**config.mk**
```make
export PLATFORM = sky130hd
export DESIGN_NAME = stream_string_replace_flat
export DESIGN_NICKNAME = d
export VERILOG_FILES = /design/src/rtl/ssr_pkg.sv /design/src/rtl/ssr_req_if.sv /design/src/rtl/ssr_rsp_if.sv /design/src/rtl/ssr_win_cell.sv /design/src/rtl/ssr_out_cell.sv /design/src/rtl/stream_string_replace.sv /design/src/flat_wrapper.sv
export SDC_FILE = /design/constraint.sdc
export NUM_CORES = 1
export LEC_CHECK = 0
export BUFFER_PORTS_ARGS = -buffer_cell sky130_fd_sc_hd__buf_2
export CAP_MARGIN = 40
export CORE_UTILIZATION = 55
export CTS_CLUSTER_SIZE = 14
export DETAILED_ROUTE_END_ITERATION = 8
export PLACE_DENSITY_LB_ADDON = 0.05
export SKIP_LAST_GASP = 1
export SLEW_MARGIN = 20
export SYNTH_ARGS = -nofsm -noshare
export SYNTH_HDL_FRONTEND = slang
export SYNTH_SLANG_ARGS = --single-unit
```
**constraint.sdc**
```tcl
create_clock -name clock -period 4.04 [get_ports clock]
set_input_delay 0.404 -clock clock [delete_from_list [all_inputs] [get_ports clock]]
set_output_delay 0.404 -clock clock [all_outputs]
set_load 0.03 [all_outputs]
```
**src/rtl/ssr_pkg.sv**
```systemverilog
// Shared constants, register codes and types for the stream string replace block.
package ssr_pkg;

   // Fixed widths of the item fields and the configuration port
   localparam int BYTE_W      = 8;
   localparam int CNT_W       = 4;
   localparam int WIN_DEPTH   = 8;
   localparam int CSR_IDX_W   = 3;
   localparam int CSR_DATA_W  = 64;
   localparam int LANES_W     = WIN_DEPTH * BYTE_W;

   // Longest pattern and longest replacement, in bytes
   localparam logic [CNT_W-1:0] MAX_PATTERN = CNT_W'(WIN_DEPTH);
   localparam logic [CNT_W-1:0] MAX_REPLACE = CNT_W'(8);

   // Configuration register indexes
   typedef enum logic [CSR_IDX_W-1:0] {
      REG_MATCH_PATTERN      = 3'd0,
      REG_MATCH_LENGTH       = 3'd1,
      REG_REPLACEMENT_TEXT   = 3'd2,
      REG_REPLACEMENT_LENGTH = 3'd3,
      REG_FIRST_ONLY         = 3'd4
   } csr_reg_type;

   typedef logic [BYTE_W-1:0] data_byte_type;

   // Per-cell control: load a new byte, or take the right neighbor's byte
   typedef struct packed {
      logic load;
      logic shift;
   } cell_ctl_type;

endpackage

```
**src/rtl/ssr_req_if.sv**
```systemverilog
// Input channel: one text byte and its end mark per item.
interface ssr_req_if;
   logic                  valid;
   logic                  ready;
   ssr_pkg::data_byte_type data_byte;
   logic                  end_of_text;

   modport source (output valid, output data_byte, output end_of_text, input ready);
   modport sink   (input valid, input data_byte, input end_of_text, output ready);
endinterface

```
**src/rtl/ssr_rsp_if.sv**
```systemverilog
// Result channel: one output byte, its presence flag and the end mark per item.
interface ssr_rsp_if;
   logic                  valid;
   logic                  ready;
   ssr_pkg::data_byte_type out_byte;
   logic                  byte_present;
   logic                  end_of_output;

   modport source (output valid, output out_byte, output byte_present,
                   output end_of_output, input ready);
   modport sink   (input valid, input out_byte, input byte_present,
                   input end_of_output, output ready);
endinterface

```
**src/rtl/ssr_win_cell.sv**
```systemverilog
// Window cell: holds one pending byte and compares it against its pattern lane.
module ssr_win_cell (
   input  logic                   clock,
   input  ssr_pkg::cell_ctl_type  ctl,
   input  ssr_pkg::data_byte_type data_in,
   input  ssr_pkg::data_byte_type right_post,
   input  ssr_pkg::data_byte_type pat_byte,
   output ssr_pkg::data_byte_type post_byte,
   output logic                   match
);

   ssr_pkg::data_byte_type byte_ff;
   ssr_pkg::data_byte_type byte_in;

   // Byte as seen after the incoming item is written
   assign post_byte = ctl.load ? data_in : byte_ff;
   assign match     = (post_byte == pat_byte);

   // Advance toward the front on a miss, otherwise keep the written byte
   assign byte_in = ctl.shift ? right_post : post_byte;

   always_ff @(posedge clock) begin
      byte_ff <= byte_in;
   end

endmodule

```
**src/rtl/ssr_out_cell.sv**
```systemverilog
// Output cell: holds one byte of a result burst and hands it toward the port.
module ssr_out_cell (
   input  logic                   clock,
   input  ssr_pkg::cell_ctl_type  ctl,
   input  ssr_pkg::data_byte_type load_byte,
   input  ssr_pkg::data_byte_type right_byte,
   output ssr_pkg::data_byte_type byte_out
);

   ssr_pkg::data_byte_type byte_ff;
   ssr_pkg::data_byte_type byte_in;

   // Load a fresh burst, advance on emit, otherwise hold
   always_comb begin
      byte_in = byte_ff;
      if (ctl.load) begin
         byte_in = load_byte;
      end else if (ctl.shift) begin
         byte_in = right_byte;
      end
   end

   always_ff @(posedge clock) begin
      byte_ff <= byte_in;
   end

   assign byte_out = byte_ff;

endmodule

```
**src/rtl/stream_string_replace.sv**
```systemverilog
// Top level: streaming search and replace over a chain of window and output cells.
//
//   channel   direction  handshake       payload
//   req_if    in         valid/ready     data_byte[7:0], end_of_text
//   rsp_if    out        valid/ready     out_byte[7:0], byte_present, end_of_output
//   csr_*     in         write enable    csr_index[2:0], csr_write_data[63:0]
//
// The window decision for an input byte is made in the cycle it is taken, and the resulting
// burst (0 to 8 bytes, or a bare end mark) waits in a one-burst holding register.
// The output cell chain sends one result per cycle while rsp_if is ready, so sustained rate is one
// byte per cycle until a replacement longer than the pattern or an end-of-text flush makes it the limit.
// Synchronous active-high reset clears counts and valid flags; registers take their defaults.
// A stalled result holds in the output chain; input is taken while the holding slot is free.
module stream_string_replace (
   input  logic                                 clock,
   input  logic                                 reset,
   ssr_req_if.sink                              req_if,
   ssr_rsp_if.source                            rsp_if,
   input  logic                                 csr_write_en,
   input  logic [ssr_pkg::CSR_IDX_W-1:0]        csr_index,
   input  logic [ssr_pkg::CSR_DATA_W-1:0]       csr_write_data
);

   localparam int N = ssr_pkg::WIN_DEPTH;
   localparam int CW = ssr_pkg::CNT_W;
   localparam int BW = ssr_pkg::BYTE_W;

   // Configuration registers
   logic [ssr_pkg::LANES_W-1:0] pattern_ff;
   logic [CW-1:0]               mlen_ff;
   logic [ssr_pkg::LANES_W-1:0] repl_ff;
   logic [CW-1:0]               rlen_ff;
   logic                        first_ff;

   // Window control state
   logic [CW-1:0] cnt_ff, cnt_in;
   logic          done_ff, done_in;

   // Holding slot for one burst
   logic                   p_valid_ff, p_valid_in;
   ssr_pkg::data_byte_type p_bytes_ff [N];
   logic [CW-1:0]          p_cnt_ff;
   logic                   p_present_ff;
   logic                   p_eot_ff;

   // Output chain state
   logic [CW-1:0] o_cnt_ff, o_cnt_in;
   logic          o_present_ff;
   logic          o_eot_ff;

   ssr_pkg::data_byte_type win_post [N];
   logic [N-1:0]           win_match;
   ssr_pkg::cell_ctl_type  win_ctl [N];
   ssr_pkg::data_byte_type out_byte_q [N];
   ssr_pkg::cell_ctl_type  out_ctl;

   logic          accept, last, bypass, decide, hit;
   logic [CW-1:0] eff_len, rep_len, post_cnt, burst_len;
   logic [N-1:0]  len_mask;
   ssr_pkg::data_byte_type burst_bytes [N];
   logic          emit, o_free, move, csr_listed;

   // Clamp configured lengths
   always_comb begin
      if (mlen_ff == '0) begin
         eff_len = CW'(1);
      end else if (mlen_ff > ssr_pkg::MAX_PATTERN) begin
         eff_len = ssr_pkg::MAX_PATTERN;
      end else begin
         eff_len = mlen_ff;
      end
      rep_len = (rlen_ff > ssr_pkg::MAX_REPLACE) ? ssr_pkg::MAX_REPLACE : rlen_ff;
      for (int k = 0; k < N; k++) begin
         len_mask[k] = (CW'(k) < eff_len);
      end
   end

   // Handshakes
   assign emit          = rsp_if.valid && rsp_if.ready;
   assign o_free        = (o_cnt_ff == '0) || ((o_cnt_ff == CW'(1)) && emit);
   assign move          = p_valid_ff && o_free;
   assign req_if.ready  = !p_valid_ff || move;
   assign accept        = req_if.valid && req_if.ready;
   assign last          = req_if.end_of_text;

   // Window cells
   for (genvar k = 0; k < N; k++) begin : g_win
      ssr_pkg::data_byte_type right;
      if (k == N - 1) begin : g_tail
         assign right = '0;
      end else begin : g_body
         assign right = win_post[k+1];
      end

      assign win_ctl[k].load  = accept && !bypass && (cnt_ff == CW'(k));
      assign win_ctl[k].shift = accept && decide && !hit;

      ssr_win_cell u_cell (
         .clock      (clock),
         .ctl        (win_ctl[k]),
         .data_in    (req_if.data_byte),
         .right_post (right),
         .pat_byte   (pattern_ff[k*BW +: BW]),
         .post_byte  (win_post[k]),
         .match      (win_match[k])
      );
   end

   // Decide on the window and build the burst for this item
   always_comb begin
      bypass   = first_ff && done_ff;
      post_cnt = cnt_ff + CW'(1);
      decide   = !bypass && (post_cnt >= eff_len);
      hit      = decide && ((win_match | ~len_mask) == '1);
      burst_bytes = win_post;
      if (bypass) begin
         burst_bytes[0] = req_if.data_byte;
         burst_len      = CW'(1);
      end else if (hit) begin
         for (int k = 0; k < N; k++) begin
            burst_bytes[k] = repl_ff[k*BW +: BW];
         end
         burst_len = rep_len;
      end else if (decide) begin
         burst_len = last ? eff_len : CW'(1);
      end else begin
         burst_len = last ? post_cnt : '0;
      end
   end

   // Window count and replaced flag
   always_comb begin
      cnt_in  = cnt_ff;
      done_in = done_ff;
      if (csr_write_en && csr_listed) begin
         cnt_in  = '0;
         done_in = 1'b0;
      end else if (accept) begin
         if (hit) begin
            cnt_in  = '0;
            done_in = 1'b1;
         end else if (decide) begin
            cnt_in = eff_len - CW'(1);
         end else if (!bypass) begin
            cnt_in = post_cnt;
         end
         if (last) begin
            cnt_in  = '0;
            done_in = 1'b0;
         end
      end
   end

   always_comb begin
      case (csr_index)
         ssr_pkg::REG_MATCH_PATTERN,
         ssr_pkg::REG_MATCH_LENGTH,
         ssr_pkg::REG_REPLACEMENT_TEXT,
         ssr_pkg::REG_REPLACEMENT_LENGTH,
         ssr_pkg::REG_FIRST_ONLY: csr_listed = 1'b1;
         default:                 csr_listed = 1'b0;
      endcase
   end

   // Configuration writes
   always_ff @(posedge clock) begin
      if (reset) begin
         pattern_ff <= '0;
         mlen_ff    <= CW'(1);
         repl_ff    <= '0;
         rlen_ff    <= '0;
         first_ff   <= 1'b0;
      end else if (csr_write_en) begin
         case (csr_index)
            ssr_pkg::REG_MATCH_PATTERN:      pattern_ff <= csr_write_data;
            ssr_pkg::REG_MATCH_LENGTH:       mlen_ff    <= csr_write_data[CW-1:0];
            ssr_pkg::REG_REPLACEMENT_TEXT:   repl_ff    <= csr_write_data;
            ssr_pkg::REG_REPLACEMENT_LENGTH: rlen_ff    <= csr_write_data[CW-1:0];
            ssr_pkg::REG_FIRST_ONLY:         first_ff   <= csr_write_data[0];
            default: ;
         endcase
      end
   end

   // Window control registers
   always_ff @(posedge clock) begin
      if (reset) begin
         cnt_ff  <= '0;
         done_ff <= 1'b0;
      end else begin
         cnt_ff  <= cnt_in;
         done_ff <= done_in;
      end
   end

   // Holding slot: fill on an item with results, drain into the output chain
   assign p_valid_in = (accept && ((burst_len != '0) || last)) ? 1'b1 :
                       (move ? 1'b0 : p_valid_ff);

   always_ff @(posedge clock) begin
      if (reset) begin
         p_valid_ff <= 1'b0;
      end else begin
         p_valid_ff <= p_valid_in;
      end
   end

   always_ff @(posedge clock) begin
      if (accept) begin
         p_bytes_ff   <= burst_bytes;
         p_cnt_ff     <= (burst_len == '0) ? CW'(1) : burst_len;
         p_present_ff <= (burst_len != '0);
         p_eot_ff     <= last;
      end
   end

   // Output cell chain
   assign out_ctl.load  = move;
   assign out_ctl.shift = emit;

   for (genvar k = 0; k < N; k++) begin : g_out
      ssr_pkg::data_byte_type right;
      if (k == N - 1) begin : g_tail
         assign right = '0;
      end else begin : g_body
         assign right = out_byte_q[k+1];
      end

      ssr_out_cell u_cell (
         .clock      (clock),
         .ctl        (out_ctl),
         .load_byte  (p_bytes_ff[k]),
         .right_byte (right),
         .byte_out   (out_byte_q[k])
      );
   end

   always_comb begin
      o_cnt_in = o_cnt_ff;
      if (move) begin
         o_cnt_in = p_cnt_ff;
      end else if (emit) begin
         o_cnt_in = o_cnt_ff - CW'(1);
      end
   end

   always_ff @(posedge clock) begin
      if (reset) begin
         o_cnt_ff <= '0;
      end else begin
         o_cnt_ff <= o_cnt_in;
      end
   end

   always_ff @(posedge clock) begin
      if (move) begin
         o_present_ff <= p_present_ff;
         o_eot_ff     <= p_eot_ff;
      end
   end

   // Result port
   assign rsp_if.valid         = (o_cnt_ff != '0);
   assign rsp_if.out_byte      = o_present_ff ? out_byte_q[0] : '0;
   assign rsp_if.byte_present  = o_present_ff;
   assign rsp_if.end_of_output = o_eot_ff && (o_cnt_ff == CW'(1));

`ifndef ASSERT_OFF
   // The window never holds a full pattern between items
   a_cnt_below_len: assert property (@(posedge clock) disable iff (reset)
      cnt_ff < eff_len)
      else $error("window count reached pattern length");

   // After the single replacement the window stays empty
   a_bypass_empty: assert property (@(posedge clock) disable iff (reset)
      (first_ff && done_ff) |-> (cnt_ff == '0))
      else $error("window holds bytes in pass-through mode");

   // A bare end mark is a single result that carries the end
   a_bare_end: assert property (@(posedge clock) disable iff (reset)
      (rsp_if.valid && !o_present_ff) |-> ((o_cnt_ff == CW'(1)) && o_eot_ff))
      else $error("bare result without end mark");

   // A waiting burst is never dropped before the output chain takes it
   a_slot_hold: assert property (@(posedge clock) disable iff (reset)
      (p_valid_ff && !move) |=> p_valid_ff)
      else $error("held burst lost");
`endif

endmodule
```
**src/flat_wrapper.sv**
```systemverilog
// flat-port wrapper written by rule: the top's interface ports become plain ports
module stream_string_replace_flat 
  (clock, reset, csr_write_en, csr_index, csr_write_data, req_if_valid, req_if_data_byte, req_if_end_of_text, req_if_ready, rsp_if_valid, rsp_if_out_byte, rsp_if_byte_present, rsp_if_end_of_output, rsp_if_ready);
  ssr_req_if req_if_i ();
  ssr_rsp_if rsp_if_i ();
  input  logic clock;
  input  logic reset;
  input  logic csr_write_en;
  input  logic [ssr_pkg::CSR_IDX_W-1:0] csr_index;
  input  logic [ssr_pkg::CSR_DATA_W-1:0] csr_write_data;
  input wire logic [$bits(req_if_i.valid)-1:0] req_if_valid;
  input wire logic [$bits(req_if_i.data_byte)-1:0] req_if_data_byte;
  input wire logic [$bits(req_if_i.end_of_text)-1:0] req_if_end_of_text;
  output wire logic [$bits(req_if_i.ready)-1:0] req_if_ready;
  output wire logic [$bits(rsp_if_i.valid)-1:0] rsp_if_valid;
  output wire logic [$bits(rsp_if_i.out_byte)-1:0] rsp_if_out_byte;
  output wire logic [$bits(rsp_if_i.byte_present)-1:0] rsp_if_byte_present;
  output wire logic [$bits(rsp_if_i.end_of_output)-1:0] rsp_if_end_of_output;
  input wire logic [$bits(rsp_if_i.ready)-1:0] rsp_if_ready;
  assign req_if_i.valid = req_if_valid;
  assign req_if_i.data_byte = req_if_data_byte;
  assign req_if_i.end_of_text = req_if_end_of_text;
  assign req_if_ready = req_if_i.ready;
  assign rsp_if_valid = rsp_if_i.valid;
  assign rsp_if_out_byte = rsp_if_i.out_byte;
  assign rsp_if_byte_present = rsp_if_i.byte_present;
  assign rsp_if_end_of_output = rsp_if_i.end_of_output;
  assign rsp_if_i.ready = rsp_if_ready;
  stream_string_replace u_core (.clock(clock), .reset(reset), .req_if(req_if_i), .rsp_if(rsp_if_i), .csr_write_en(csr_write_en), .csr_index(csr_index), .csr_write_data(csr_write_data));
endmodule
```
== Yosys cells after proc, flatten, opt, wreduce, memory -nomap -nowiden ==
Cells that the tools add are included.

* $add $sub $neg: 3
* Order comparisons: 11
* Equality and inequality tests: 22
* Mux-type cells: 54
* Bitwise gates (word level): 2
* Reductions and logical operators: 46

{| class="wikitable"
|+ Operators by type and width
! cell !! count
|-
| $mux 8 || 33
|-
| $eq 8x8->1 || 8
|-
| $mux 64 || 1
|-
| $mux 4 || 14
|-
| $mux 56 || 1
|-
| $logic_and 1x1->1 || 21
|-
| $eq 4x3->1 const B || 4
|-
| $logic_not 4->1 || 4
|-
| $lt 3x4->1 const A || 4
|-
| $reduce_and 2->1 || 7
|-
| $eq 4x1->1 const B || 2
|-
| $eq 4x2->1 const B || 2
|-
| $eq 8x8->1 const B || 1
|-
| $gt 4x4->1 const B || 2
|-
| $lt 1x4->1 const A || 2
|-
| $lt 2x4->1 const A || 2
|-
| $not 8->8 || 1
|-
| $or 8x8->8 || 1
|-
| $reduce_bool 4->1 || 2
|-
| $sub 4x1->4 const B || 2
|-
| $eq 3x2->1 const B || 2
|-
| $reduce_bool 2->1 || 3
|-
| $mux 1 || 5
|-
| $reduce_or 5->1 || 1
|-
| 9 further kinds || 13
|}

* Register bits: 347
* Word-level logic and storage cells: 176

== Depth between registers and ports, before layout ==
* Depth in word-level cells: 20
* Gate-level depth with buffers: 18

== Hierarchy ==
Synthesis repeated with hierarchy kept, for this count alone.

* Cell total of the unflattened synthesis: 1,481
* Area, all modules: 15,827.7 um^2

{| class="wikitable"
|+ Modules (own cells, without submodules)
! module !! instances !! cells each !! area each (um^2) !! sequential area each (um^2)
|-
| stream_string_replace || 1 || 1,041 || 8,971.1 || 5,104.9
|-
| ssr_win_cell || 8 || 37 || 479.2 || 160.2
|-
| ssr_out_cell || 8 || 18 || 377.9 || 240.2
|}

== Worst setup path before layout ==
Ideal clock, no wire load.

* Path kind: reg2reg
* Start point: reg u_core.o_cnt_ff[0]
* End point: reg u_core.g_win[1].u_cell.byte_ff[0]
* Setup time: 0.119 ns
* Arrival time: 4.371 ns
* Slack: -0.450 ns
* Stages on the path, launching flop included: 12
* Path buffers: 1
* Clock period less this slack: 4.490 ns
* Path through: dfxtp_1 inv_1 ha_1 nor2b_1 a21oi_1 nand2_1 inv_1 nand2_1 nor2_1 buf_2 nand2_1 o221a_2

* Longest elaborated chain between the ends: 17
* Elaborated cells on any way between the ends: 41
* Classes of those cells: eq/ne (10); mux (9); bitwise (1); reduce/logical (21)

{| class="wikitable"
|+ RTL lines
! what !! RTL line !! source
|-
| from (decl) || stream_string_replace.sv:47 || <nowiki>logic [CW-1:0] o_cnt_ff, o_cnt_in;</nowiki>
|-
| from (signal assigned) || stream_string_replace.sv:251 || <nowiki>o_cnt_ff <= o_cnt_in;</nowiki>
|-
| $reduce_bool 4->1 || stream_string_replace.sv:263 || <nowiki>assign rsp_if.valid = (o_cnt_ff != '0);</nowiki>
|-
| $logic_and 1x1->1 || stream_string_replace.sv:79 || <nowiki>assign emit = rsp_if.valid && rsp_if.ready;</nowiki>
|-
| $logic_and 1x1->1 || stream_string_replace.sv:80 || <nowiki>assign o_free = (o_cnt_ff == '0) || ((o_cnt_ff == CW'(1)) && emit);</nowiki>
|-
| $logic_or 1x1->1 * || stream_string_replace.sv:80 ||
|-
| $logic_and 1x1->1 * || stream_string_replace.sv:81 || <nowiki>assign move = p_valid_ff && o_free;</nowiki>
|-
| $logic_or 1x1->1 * || stream_string_replace.sv:82 || <nowiki>assign req_if.ready = !p_valid_ff || move;</nowiki>
|-
| net req_if_ready || flat_wrapper.sv:14 || <nowiki>output wire logic [$bits(req_if_i.ready)-1:0] req_if_ready;</nowiki>
|-
| $logic_and 1x1->1 * || stream_string_replace.sv:83 || <nowiki>assign accept = req_if.valid && req_if.ready;</nowiki>
|-
| net u_core.accept || stream_string_replace.sv:57 || <nowiki>logic accept, last, bypass, decide, hit;</nowiki>
|-
| [3 not listed] || n/a ||
|-
| $eq 8x8->1 || ssr_win_cell.sv:17 || <nowiki>assign match = (post_byte == pat_byte);</nowiki>
|-
| $or 8x8->8 || stream_string_replace.sv:114 || <nowiki>hit = decide && ((win_match | ~len_mask) == '1);</nowiki>
|-
| $eq 8x8->1 || stream_string_replace.sv:114 ||
|-
| $logic_and 1x1->1 || stream_string_replace.sv:114 ||
|-
| $logic_not 1->1 || stream_string_replace.sv:96 || <nowiki>assign win_ctl[k].shift = accept && decide && !hit;</nowiki>
|-
| $logic_and 1x1->1 || stream_string_replace.sv:96 ||
|-
| $mux 8 * || ssr_win_cell.sv:20 || <nowiki>assign byte_in = ctl.shift ? right_post : post_byte;</nowiki>
|-
| net u_core.g_win[1].u_cell.byte_in[0] || ssr_win_cell.sv:13 || <nowiki>ssr_pkg::data_byte_type byte_in;</nowiki>
|-
| to (signal assigned) || ssr_win_cell.sv:23 || <nowiki>byte_ff <= byte_in;</nowiki>
|-
| to (decl) || ssr_win_cell.sv:12 || <nowiki>ssr_pkg::data_byte_type byte_ff;</nowiki>
|}

The timed path passes the listed nets; every way through them passes the cells marked *.
A chain may end at the register's enable or synchronous reset.

== Final worst setup path ==
* Start point: reg u_core.o_cnt_ff[0]
* End point: reg u_core.g_win[1].u_cell.byte_ff[3]

* Longest elaborated chain between the ends: 17
* Elaborated cells on any way between the ends: 41
* Classes of those cells: eq/ne (10); mux (9); bitwise (1); reduce/logical (21)

{| class="wikitable"
|+ RTL lines
! what !! RTL line !! source
|-
| $reduce_bool 4->1 || stream_string_replace.sv:263 ||
|-
| $logic_and 1x1->1 || stream_string_replace.sv:79 ||
|-
| $logic_and 1x1->1 || stream_string_replace.sv:80 ||
|-
| $logic_or 1x1->1 * || stream_string_replace.sv:80 ||
|-
| $logic_and 1x1->1 * || stream_string_replace.sv:81 ||
|-
| $logic_or 1x1->1 * || stream_string_replace.sv:82 ||
|-
| $logic_and 1x1->1 * || stream_string_replace.sv:83 ||
|-
| $logic_and 1x1->1 (2 in series) || stream_string_replace.sv:95 || <nowiki>assign win_ctl[k].load = accept && !bypass && (cnt_ff == CW'(k));</nowiki>
|-
| $mux 8 || ssr_win_cell.sv:16 || <nowiki>assign post_byte = ctl.load ? data_in : byte_ff;</nowiki>
|-
| $eq 8x8->1 || ssr_win_cell.sv:17 ||
|-
| $or 8x8->8 || stream_string_replace.sv:114 ||
|-
| $eq 8x8->1 || stream_string_replace.sv:114 ||
|-
| $logic_and 1x1->1 || stream_string_replace.sv:114 ||
|-
| $logic_not 1->1 || stream_string_replace.sv:96 ||
|-
| $logic_and 1x1->1 || stream_string_replace.sv:96 ||
|-
| $mux 8 * || ssr_win_cell.sv:20 ||
|-
| net u_core.g_win[1].u_cell.byte_in[3] || ssr_win_cell.sv:13 ||
|}

Marked as above.

==> run summary <==
Outcome -> completed
Internal Pwr Total -> 8.112 mW
Worst reg2reg path depth -> 15
Max Clock Freq -> 0.2592 GHz
Detailed Place HPWL -> 34380 um
Mapped Nets -> 1857
Final Hold Fails -> 0
Clk_skew -> 0.01400 ns
Critical register-to-register path startpoint -> u_core.o_cnt_ff[0]
Sw Share -> 31.10%
# port buffers -> 92
Root Buffer -> clkbuf_16
Area taken by multi-input logic gates -> 0.007401 mm^2
Max_slew headroom -> 41.19%
Post-Syn Area per Cell -> 9.242 um^2
Area Growth Syn to Fin -> 15.34%
Register area -> 0.008308 mm^2
DR DRC count -> 0
Worst R2R Setup Slack -> 0.18 ns
Share of flip-flops with an asynchronous set or reset -> 0%
Setup_tns -> 0 ns
Vias -> 13690
Psw -> 3.662 mW
I/O pin cnt -> 93
Global-route wire length before repair -> 75490 um
Crit path capture type -> flip-flop
Commonest cells post-synth -> nand2_1, a21oi_1, dfxtp_1
Final ANT Viol Nets -> 0
Inserted Clock Buffers -> 39
Period utilization -> 95.50%
Post-synthesis cell count -> 1761
Hold WC Path Type -> in2reg
Synth cell types -> 74
IR drop worst, VDD -> 0.4552 mV
Worst-path clk slew -> 0.06 ns
Number of max-cap violations -> 0
Slew Viols, Final -> 0
Initial DRC count -> 1439
Hold_buf cts -> 0
RR Endpoint -> u_core.g_win[1].u_cell.byte_ff[3]
Req. time, crit path -> 4.46 ns
Gpl congestion -> 0.9231
P_leak -> 7.140 nW
Hold_sp -> csr_write_data[12]
P per Cell Area -> 627.2 mW/mm^2
Pin count of the biggest net entering global routing -> 80
Layout fillers -> 2461
CTS tree -> yes
Initial antenna violation count -> 0
Hold Crit Depth -> 3
Layout cells sized above 1 -> 16.55%
H-Tree Depth -> 2
Count leader, synth -> nand2_1
Seq/Total Area, Yosys -> 51.05%
Vert. Die Dim -> 174.0 um
Residual overflow from global routing -> 0
Most area-hungry cell type in the Yosys netlist -> dfxtp_1
Drt wl/cell -> 21.74 um
Synth top area cells -> dfxtp_1, edfxtp_1, nand2_1, a21oi_1, mux2_2
Top-area cell type share of the netlist area -> 25.95%
Logic pwr share -> 25.1%
Critical Setup Path Class -> reg2reg
Setup WS post-layout -> 0.1818 ns
Routed WL -> 49320 um
Ys flop type -> dfxtp_1
Starting density of the core -> 56.25%
Clock tree buffer depth -> 3
Seq pwr share -> 45.2%
Worst setup SP type -> flip-flop
Core area -> 0.02894 mm^2
Slew @ Worst Pin -> 0.8822 ns
Pre-CTS WS -> -0.05158 ns
Crit Path Max Fanout -> 17
Min-Delay Endpoint -> u_core.repl_ff[12]
GRT Resource Usage Total -> 32.23%
Crit path DAT -> 4.27 ns
Die X -> 174.0 um
Post-synthesis register bit count -> 347
DR vias/cell -> 6.035
DRT Pass-1 Iters -> 7
Final min period -> 3.858 ns
Final setup viols -> 0
Synth warn -> 0
EDFF count, synth -> 136
Post-layout net count -> 1953
Row count -> 62
Vias in the first global route -> 13190
Worst-case hold slack -> 0.1219 ns
Die area -> 0.03028 mm^2
Synth Cell Area -> 0.01628 mm^2
Clock share of power -> 29.7%
Ant. Diodes -> 0
Clk sinks -> 347
Clk Latency, worst-skew pair -> 0.53 ns
==> state kept, by name, summed over array words and instances, names as in the netlist <==
register and cells:
u_core.o_eot_ff 1, u_core.p_present_ff 1, u_core.first_ff 1, u_core.pattern_ff 64, u_core.g_out.u_cell.byte_out 64, u_core.o_cnt_ff 4
u_core.g_win.u_cell.byte_ff 64, u_core.p_cnt_ff 4, u_core.p_valid_ff 1, u_core.cnt_ff 4, u_core.rlen_ff 4, u_core.repl_ff 64
u_core.mlen_ff 4, u_core.p_bytes_ff 64, u_core.done_ff 1, u_core.rsp_if.byte_present 1, u_core.p_eot_ff 1
==> cell type report <==
class / instances / share of cell area, %
Clock buffer: 54 / 5.818
Clock inverter: 15 / 0.8464
Inverter: 44 / 0.8998
Multi-Input combinational cell: 1258 / 39.42
Sequential cell: 347 / 44.25
Tap cell: 384 / 2.559
Timing Repair Buffer: 167 / 6.198
==> metal layers <==
metal / track usage, % / vias to the layer above / wire (um)
li1: - / 6428 / -
met1: 44.60 / 6621 / 21810
met2: 53.63 / 576 / 23250
met3: 4.134 / 68 / 3419
met4: 7.749 / 0 / 835
met5: 0 / - / 0
==> what timing repair did <==
item | CTS | global route
cloned | 0 | 1
endpoints found under the setup margin | 2 | 37
setup buffers | 0 | 5
pin swaps | 0 | 3
gates resized for setup | 1 | 7
==> cell usage in the layout (no fill, tap or decap), types with 7 or more instances in the layout <==
cell type	n
nand2_1	347
a21oi_1	212
dfxtp_1	211
nor2_1	147
edfxtp_1	136
buf_2	91
buf_4	66
mux2_2	62
xnor2_1	47
inv_1	42
clkbuf_16	40
o21ai_0	37
a31oi_1	34
xor2_1	31
mux2i_1	30
nor3_1	30
nand3_1	27
and2_1	21
and3_1	17
o22ai_1	14
ha_1	14
nor4_1	11
nand4_1	10
a211oi_1	9
a211o_1	9
or3_1	9
clkbuf_1	9
buf_12	8
o21a_1	7
a221o_1	7
nand2b_1	7
a222oi_1	7
==> per-stage QoR <==
step           instances  power [mW]  util (%)  instance area, um^2
4_1_cts             2263       11.76     64.59                18690
2_1_floorplan       1761       7.050         -                16280
3_3_place_gp        2192       8.167     60.09                17390
6_report            2269       11.77     64.88                18770
3_5_place_dp        2194       8.269     60.26                17440
5_1_grt             2269       12.24     64.88                18770
==> worst max-delay path, stage by stage (launching register included) <==
cell,delay (ns)
dfxtp_1,0.35
inv_1,0.09
ha_2,0.22
nor2b_1,0.09
a2111oi_4,0.41
buf_12,0.21
nand2_1,0.13
o211a_1,0.25
a2111o_1,0.46
nor4_4,0.42
o2111a_1,0.27
buf_4,0.16
nor2_4,0.07
buf_4,0.20
or3_1,0.31
o221a_2,0.13
==> worst max-delay path by stage <==
stage / to / depth (start not counted) / from
2_1_floorplan: u_core.g_win[1].u_cell.byte_ff[0] / 11 / u_core.o_cnt_ff[0]
3_3_place_gp: u_core.g_win[0].u_cell.byte_ff[2] / 14 / u_core.o_cnt_ff[0]
3_5_place_dp: u_core.g_win[0].u_cell.byte_ff[2] / 14 / u_core.o_cnt_ff[0]
4_1_cts: u_core.g_win[0].u_cell.byte_ff[2] / 14 / u_core.o_cnt_ff[0]
5_1_grt: u_core.p_bytes_ff[57] / 14 / u_core.o_cnt_ff[1]
6_report: u_core.g_win[1].u_cell.byte_ff[3] / 15 / u_core.o_cnt_ff[0]
==> power by group through the flow <==
| stage | combinational, mW | clock (mW) | sequential [mW] |
|---|---|---|---|
| after floorplan | 1.95 | 0 | 5.10 |
| after global placement | 2.81 | 0 | 5.36 |
| after detailed placement | 2.90 | 0 | 5.37 |
| after CTS | 2.92 | 3.53 | 5.31 |
| after global routing | 3.18 | 3.67 | 5.39 |
| final | 2.95 | 3.50 | 5.32 |
==> logic make-up after synthesis <==
logic type / synth area share, %
mux: 6.204
compound gates: 16.19
xor+xnor: 4.197
simple gates: 17.43
flops: 51.05
fa+ha+maj: 1.153
buf+inv: 3.782
Note: power is estimated with default switching activity, not from simulation.
